<file path="config.mk">
export PLATFORM = sky130hd
export DESIGN_NAME = acpu_ctrl
export DESIGN_NICKNAME = d
export VERILOG_FILES = /design/src/rtl/acpu_pkg.sv /design/src/rtl/acpu_ctrl.sv
export SDC_FILE = /design/constraint.sdc
export NUM_CORES = 1
export LEC_CHECK = 0
export ABC_CLOCK_PERIOD_IN_PS = 1700
export BUFFER_PORTS_ARGS = -buffer_cell sky130_fd_sc_hd__buf_2
export CAP_MARGIN = 0
export CORE_AREA = 2 2 39 41
export CTS_CLUSTER_DIAMETER = 100
export DETAILED_ROUTE_END_ITERATION = 7
export DIE_AREA = 0 0 41 43
export GPL_TIMING_DRIVEN = 0
export PLACE_DENSITY = 0.74
export SYNTH_ARGS = -nofsm -noshare
export SYNTH_HDL_FRONTEND = slang
export SYNTH_SLANG_ARGS = --single-unit
export TNS_END_PERCENT = 10
</file>
<file path="constraint.sdc">
create_clock -name i_clk -period 1.7 [get_ports i_clk]
set_input_delay 0.34 -clock i_clk [delete_from_list [all_inputs] [get_ports i_clk]]
set_output_delay 0.34 -clock i_clk [all_outputs]
set_load 0.05 [all_outputs]
</file>
<file path="src/rtl/acpu_pkg.sv">
// ----------------------------------------------------------------------------
// acpu_pkg: shared types and constants of the accumulator CPU core
// Addressing modes, status codes, controller states and the command and
// status bundles between controller and datapath.
// ----------------------------------------------------------------------------
package acpu_pkg;

    localparam int IN_DATA_W  = 24;
    localparam int OUT_DATA_W = 40;
    localparam int CFG_IDX_W  = 2;

    localparam logic [CFG_IDX_W-1:0] CFG_IDX_X = 2'd0;
    localparam logic [CFG_IDX_W-1:0] CFG_IDX_Y = 2'd1;

    localparam logic [15:0] PC_RESET = 16'hFFFC;

    // instruction groups (opcode bits 7:5)
    localparam logic [2:0] GRP_AND = 3'd1;
    localparam logic [2:0] GRP_ADC = 3'd3;
    localparam logic [2:0] GRP_LDA = 3'd5;

    localparam logic [1:0] CC_ALU = 2'd1;

    typedef enum logic [1:0] {
        ST_WRITE = 2'd0,
        ST_EXEC  = 2'd1,
        ST_ERROR = 2'd2
    } t_status;

    // addressing mode (opcode bits 4:2)
    typedef enum logic [2:0] {
        M_INDX = 3'd0,
        M_ZP   = 3'd1,
        M_IMM  = 3'd2,
        M_ABS  = 3'd3,
        M_INDY = 3'd4,
        M_ZPX  = 3'd5,
        M_ABSY = 3'd6,
        M_ABSX = 3'd7
    } t_mode;

    typedef enum logic [3:0] {
        S_CLEAR,
        S_IDLE,
        S_DEC,
        S_OP1,
        S_OP2,
        S_PTR_LO,
        S_PTR_HI,
        S_PTR_FIN,
        S_READ,
        S_EXEC,
        S_DONE
    } t_state;

    typedef enum logic [1:0] {
        EA_KEEP,
        EA_BYTE,
        EA_WORD,
        EA_NEXT
    } t_ea_op;

    typedef enum logic [1:0] {
        IDX_NONE,
        IDX_X,
        IDX_Y
    } t_idx;

    typedef struct packed {
        logic   rd_pc;
        logic   rd_ea;
        logic   mem_wr;
        logic   op_load;
        logic   lo_load;
        t_ea_op ea_op;
        t_idx   idx_sel;
        logic   exec;
        logic   out_load;
        logic   clr_step;
    } t_dp_cmd;

    typedef struct packed {
        logic  clr_done;
        logic  dec_valid;
        t_mode mode;
        logic  out_full;
    } t_dp_status;

    function automatic logic f_dec_valid(input logic [7:0] op);
        logic [2:0] grp;
        grp = op[7:5];
        return (op[1:0] == CC_ALU) &&
               (grp == GRP_AND || grp == GRP_ADC || grp == GRP_LDA);
    endfunction

    function automatic logic [2:0] f_cycles(input t_mode mode);
        logic [2:0] c;
        unique case (mode)
            M_IMM:                c = 3'd2;
            M_ZP:                 c = 3'd3;
            M_ZPX, M_ABS:         c = 3'd4;
            M_ABSX, M_ABSY:       c = 3'd5;
            M_INDX, M_INDY:       c = 3'd6;
            default:              c = 3'd6;
        endcase
        return c;
    endfunction

endpackage

</file>
<file path="src/rtl/acpu_ctrl.sv">
// ----------------------------------------------------------------------------
// acpu_ctrl: instruction sequencer
// Walks each instruction through fetch, address build, operand read and execute,
// at most one memory access per state, and runs the memory clear after reset.
// ----------------------------------------------------------------------------
module acpu_ctrl
    import acpu_pkg::*;
(
    input  logic       i_clk,
    input  logic       i_rst_n,
    input  logic       i_in_valid,
    input  logic       i_in_op,
    output logic       o_in_ready,
    input  t_dp_status i_status,
    output t_dp_cmd    o_cmd
);

    t_state r_state;
    t_state n_state;

    always_ff @(posedge i_clk) begin
        if (!i_rst_n) begin
            r_state <= S_CLEAR;
        end else begin
            r_state <= n_state;
        end
    end

    always_comb begin
        n_state    = r_state;
        o_cmd      = '0;
        o_in_ready = 1'b0;
        unique case (r_state)
            S_CLEAR: begin
                o_cmd.clr_step = 1'b1;
                if (i_status.clr_done) begin
                    n_state = S_IDLE;
                end
            end
            S_IDLE: begin
                o_in_ready = 1'b1;
                if (i_in_valid) begin
                    if (i_in_op) begin
                        o_cmd.rd_pc = 1'b1;
                        n_state     = S_DEC;
                    end else begin
                        o_cmd.mem_wr = 1'b1;
                        n_state      = S_DONE;
                    end
                end
            end
            S_DEC: begin
                o_cmd.op_load = 1'b1;
                if (i_status.dec_valid) begin
                    o_cmd.rd_pc = 1'b1;
                    n_state     = S_OP1;
                end else begin
                    n_state = S_DONE;
                end
            end
            S_OP1: begin
                unique case (i_status.mode)
                    M_IMM: begin
                        o_cmd.exec = 1'b1;
                        n_state    = S_DONE;
                    end
                    M_ABS, M_ABSX, M_ABSY: begin
                        o_cmd.lo_load = 1'b1;
                        o_cmd.rd_pc   = 1'b1;
                        n_state       = S_OP2;
                    end
                    M_ZP: begin
                        o_cmd.ea_op = EA_BYTE;
                        n_state     = S_READ;
                    end
                    M_ZPX: begin
                        o_cmd.ea_op   = EA_BYTE;
                        o_cmd.idx_sel = IDX_X;
                        n_state       = S_READ;
                    end
                    M_INDX: begin
                        o_cmd.ea_op   = EA_BYTE;
                        o_cmd.idx_sel = IDX_X;
                        n_state       = S_PTR_LO;
                    end
                    M_INDY: begin
                        o_cmd.ea_op = EA_BYTE;
                        n_state     = S_PTR_LO;
                    end
                    default: begin
                        n_state = S_DONE;
                    end
                endcase
            end
            S_OP2: begin
                o_cmd.ea_op = EA_WORD;
                if (i_status.mode == M_ABSX) begin
                    o_cmd.idx_sel = IDX_X;
                end else if (i_status.mode == M_ABSY) begin
                    o_cmd.idx_sel = IDX_Y;
                end
                n_state = S_READ;
            end
            S_PTR_LO: begin
                // read pointer low byte, step to the high byte within page zero
                o_cmd.rd_ea = 1'b1;
                o_cmd.ea_op = EA_NEXT;
                n_state     = S_PTR_HI;
            end
            S_PTR_HI: begin
                o_cmd.rd_ea   = 1'b1;
                o_cmd.lo_load = 1'b1;
                n_state       = S_PTR_FIN;
            end
            S_PTR_FIN: begin
                o_cmd.ea_op = EA_WORD;
                if (i_status.mode == M_INDY) begin
                    o_cmd.idx_sel = IDX_Y;
                end
                n_state = S_READ;
            end
            S_READ: begin
                o_cmd.rd_ea = 1'b1;
                n_state     = S_EXEC;
            end
            S_EXEC: begin
                o_cmd.exec = 1'b1;
                n_state    = S_DONE;
            end
            S_DONE: begin
                // hold until the output register is free
                if (!i_status.out_full) begin
                    o_cmd.out_load = 1'b1;
                    n_state        = S_IDLE;
                end
            end
            default: begin
                n_state = S_IDLE;
            end
        endcase
    end

endmodule

</file>
## After elaboration in Yosys (flattened, before gate mapping)

Cells that the tools add are included.

- Output and inout port bits: 13
- Register bits: 4
- Input bits: 10

- Eq/ne operators: 20
- Muxes and demuxes: 31
- Reduce and logical (&&, ||, !) cells: 10

Operators with widths:

| cell | count |
|---|---|
| $pmux W4 S10 | 1 |
| $mux W4 | 5 |
| $eq A4 B3 Y1 const B | 4 |
| $mux W1 | 16 |
| $pmux W4 S4 | 1 |
| $eq A3 B3 Y1 const B | 4 |
| $eq A4 B4 Y1 const B | 3 |
| $pmux W2 S3 | 2 |
| $eq A4 B2 Y1 const B | 2 |
| $reduce_or A2 Y1 | 4 |
| $eq A3 B2 Y1 const B | 2 |
| $mux W2 | 3 |
| $ne A2 B2 Y1 const B | 3 |
| $reduce_or A3 Y1 | 2 |
| $eq A4 B1 Y1 const B | 1 |
| $logic_not A4 Y1 | 1 |
| $pmux W1 S2 | 2 |
| $reduce_or A4 Y1 | 1 |
| $eq A3 B1 Y1 const B | 1 |
| $logic_not A3 Y1 | 1 |
| $pmux W1 S3 | 1 |
| $reduce_and A3 Y1 | 1 |

## Depth between registers and ports, before layout

- Depth in word-level cells: 4
- Depth in mapped cells: 5
- Gate-level depth less buffers: 4

## Worst setup path after synthesis

No wires, ideal clock.

- Kind: reg-to-output
- Start point: reg r_state[1]
- End point: out o_cmd[4] (netlist name)
- Data required time: 1360 ps
- Setup slack: -1071 ps
- Data arrival time: 2431 ps
- Path buffers: 2
- Stages on the path, launching flop included: 6
- Cells stage by stage: dfxtp_1 -> buf_6 -> buf_2 -> nor3b_1 -> a21oi_1 -> nor4b_1

RTL lines:

| what | line | RTL |
|---|---|---|
| start, declared | acpu_ctrl.sv:18 | `t_state r_state;` |
| start signal, assigned | acpu_ctrl.sv:25 | `r_state <= n_state;` |
| end, declared | acpu_ctrl.sv:15 | `output t_dp_cmd o_cmd` |

==> impl_metrics.json <==
{
  "outcome": "complete, but fails checks",
  "violations": "negative setup slack",
  "grt_pass1_wl_um": 3260,
  "ctsHoldBuffers": 0,
  "antenna_cells": 0,
  "p_seq_frac": 0.210,
  "met3_usage": 0.0314,
  "whs_ps": 327,
  "drt_iter0_drc": 23,
  "port_buffers": 21,
  "clkTransAtPathRegs_ps": 50,
  "cts_tree": "built",
  "avgSynthCellArea_um2": 6.61,
  "synth-seq-cells": 4,
  "antenna_found_initial": 0,
  "dieArea_um2": 1760,
  "path_class": "flip-flop to primary output",
  "pwr-share-comb": 0.541,
  "worstPathMaxFanout": 9,
  "finClkSkew_ps": 10.8,
  "crit_arrival_ps": 1520,
  "rsz0062_at_grt": "yes",
  "drv_cap": 0,
  "place_hpwl_um": 1320,
  "vias_per_cell": 6.15,
  "cts_htree_levels": 1,
  "yosysWarnings": 0,
  "dominantRegCellSynth": "dfxtp_1",
  "initial_core_util": 0.425,
  "syn_to_final_growth_pct": 60.9,
  "cts_buffer_depth": 2,
  "core_area_um2": 1380,
  "nets": 126,
  "internal_power_uw": 296,
  "vias": 800,
  "pwr-share-clk": 0.250,
  "cpMostUsedCell": "buf_4",
  "hp-class": "primary input to flip-flop",
  "final_core_util": 0.684,
  "post-route-worst-setup-slack_ps": -164,
  "num_rows": 14,
  "drc": 0,
  "synth-edff-count": 0,
  "wl_per_cell_um": 15.5,
  "max_freq_mhz": 537,
  "grt_use_total": 0.264,
  "gr-total-overflow": 0,
  "drt_wl_total_um": 2010,
  "reg.largest.list": "r_state: 4 flops",
  "finalPower_uw": 536,
  "cts_root_buf": "clkbuf_4",
  "fin_crit_sh": 1.10,
  "use_met2": 0.434,
  "antenna_left": 0,
  "slowest_delay_ps": 320,
  "die_w_um": 41,
  "cp_slowest_cell": "dfxtp_2",
  "grtUsageMet1": 0.331,
  "finalHoldViolCount": 0,
  "required_ps": 1360,
  "busiest_layer": "met2",
  "clock_latency_ps": 250,
  "startpoint_type": "flip-flop",
  "grt_max_degree": 11,
  "synth_area_um2": 588,
  "cts_buffers": 3,
  "grt_pass1_vias": 758,
  "p_sw_frac": 0.447,
  "synth-seq-area-share": 0.136,
  "synth_nets": 99,
  "fin_crit_ps": 1860,
  "drtPass1Iterations": 4,
  "die_h_um": 43,
  "setup_viol": 7,
  "leakage_nw": 0.376,
  "max_flop_register": "r_state",
  "p_switching_uw": 239,
  "final_common_cell": "buf_6",
  "power_density_nw_per_um2": 566,
  "largest_register_ffs": 4,
  "final_cell_mix": "13 x buf_6, 10 x buf_2, 9 x nor2_1",
  "drive_above_1_share": 0.482,
  "syn-instance-count": 89,
  "crit_path_end_kind": "primary output",
  "synth-async-reset-ratio": 0,
  "max_slew_margin": 0.747,
  "clkSinkCount": 4,
  "slew_violations": 0,
  "tightest_slew_ps": 377,
  "path_cells": "buf_6 > buf_4 > xnor2_1 > o22ai_1 > buf_4",
  "ys_types": 32,
  "io_pins": 23,
  "vdd_drop_max_uv": 386,
  "place.gp.congestion": 0.889
}
[layer usage]
layer,wire length (um),part of all wire
met1,823,0.41
met3,106,0.053
met2,1040,0.52
met4,44,0.022
met5,0,0
[power by group through the flow]
stage / Clock, mW / Sequential, mW / Combinational [mW]
6_report: 0.134 / 0.112 / 0.290
5_1_grt: 0.137 / 0.114 / 0.309
4_1_cts: 0.132 / 0.112 / 0.281
3_5_place_dp: 0 / 0.111 / 0.240
3_3_place_gp: 0 / 0.111 / 0.237
2_1_floorplan: 0 / 0.109 / 0.188
[logic make-up (layout without fill, tap and decap cells)]
| group | count (synthesis) | in the layout | synth area share |
|---|---|---|---|
| AO/OA/AOI/OAI | 24 | 24 | 0.251 |
| multiplexers | 2 | 2 | 0.0362 |
| XOR/XNOR | 1 | 1 | 0.0149 |
| buffers and inverters | 11 | 36 | 0.111 |
| AND/OR/NAND/NOR | 47 | 47 | 0.451 |
| flip-flops | 4 | 4 | 0.136 |
[cell usage after synthesis (3+ instances only)]
cell	n	area (um^2)
a21oi_1	6	30.0
a22oi_1	3	22.5
a31oi_1	3	18.8
buf_2	7	35.0
dfxtp_1	4	80.1
nand2b_1	7	43.8
nor2_1	11	41.3
nor3_1	13	65.1
o21ai_0	5	25.0
[area by class of cell]
class,count,area (um^2)
clock buffers,3,22.5
flip-flops and latches,4,83.8
plain buffers,9,108
well taps,16,20.0
inverters,2,7.51
repair buffers,22,169
multi-input cells,74,536
fillers,123,438
[what timing repair did]
| action | 4_1_cts | 5_1_grt |
|---|---|---|
| endpoints found under the setup margin | 12 | 12 |
| pin swaps | 2 | 1 |
| setup buffers | 1 | 0 |
| resized for setup | 42 | 5 |
[through the flow]
step | setup TNS [ps] | instances | area, um^2 | setup WS (ps)
after global placement | -385 | 126 | 767 | -141
after global routing | -1140 | 130 | 946 | -211
final | -620 | 130 | 946 | -164
after CTS | -476 | 130 | 928 | -133
after detailed placement | -587 | 126 | 767 | -143
after floorplan | -2290 | 89 | 642 | -390
[worst max-delay path: cells and delay by family, from the launching register on]
family	cells	cell delay (ps)
xor gates and xnor gates	1	320
buffers and inverters	3	470
AOI/OAI and AO/OA	1	160
DFF	1	320
[final timing paths]
kind	to	cells after the start	from	slack, ps
setup / recovery	o_cmd[10]	5	r_state[1]	-160
hold / removal	r_state[2]	2	i_rst_n	330
setup reg to reg	r_state[1]	6	r_state[1]	220
hold reg to reg	r_state[2]	3	r_state[1]	660
Note: power is estimated with default switching activity, not from simulation.
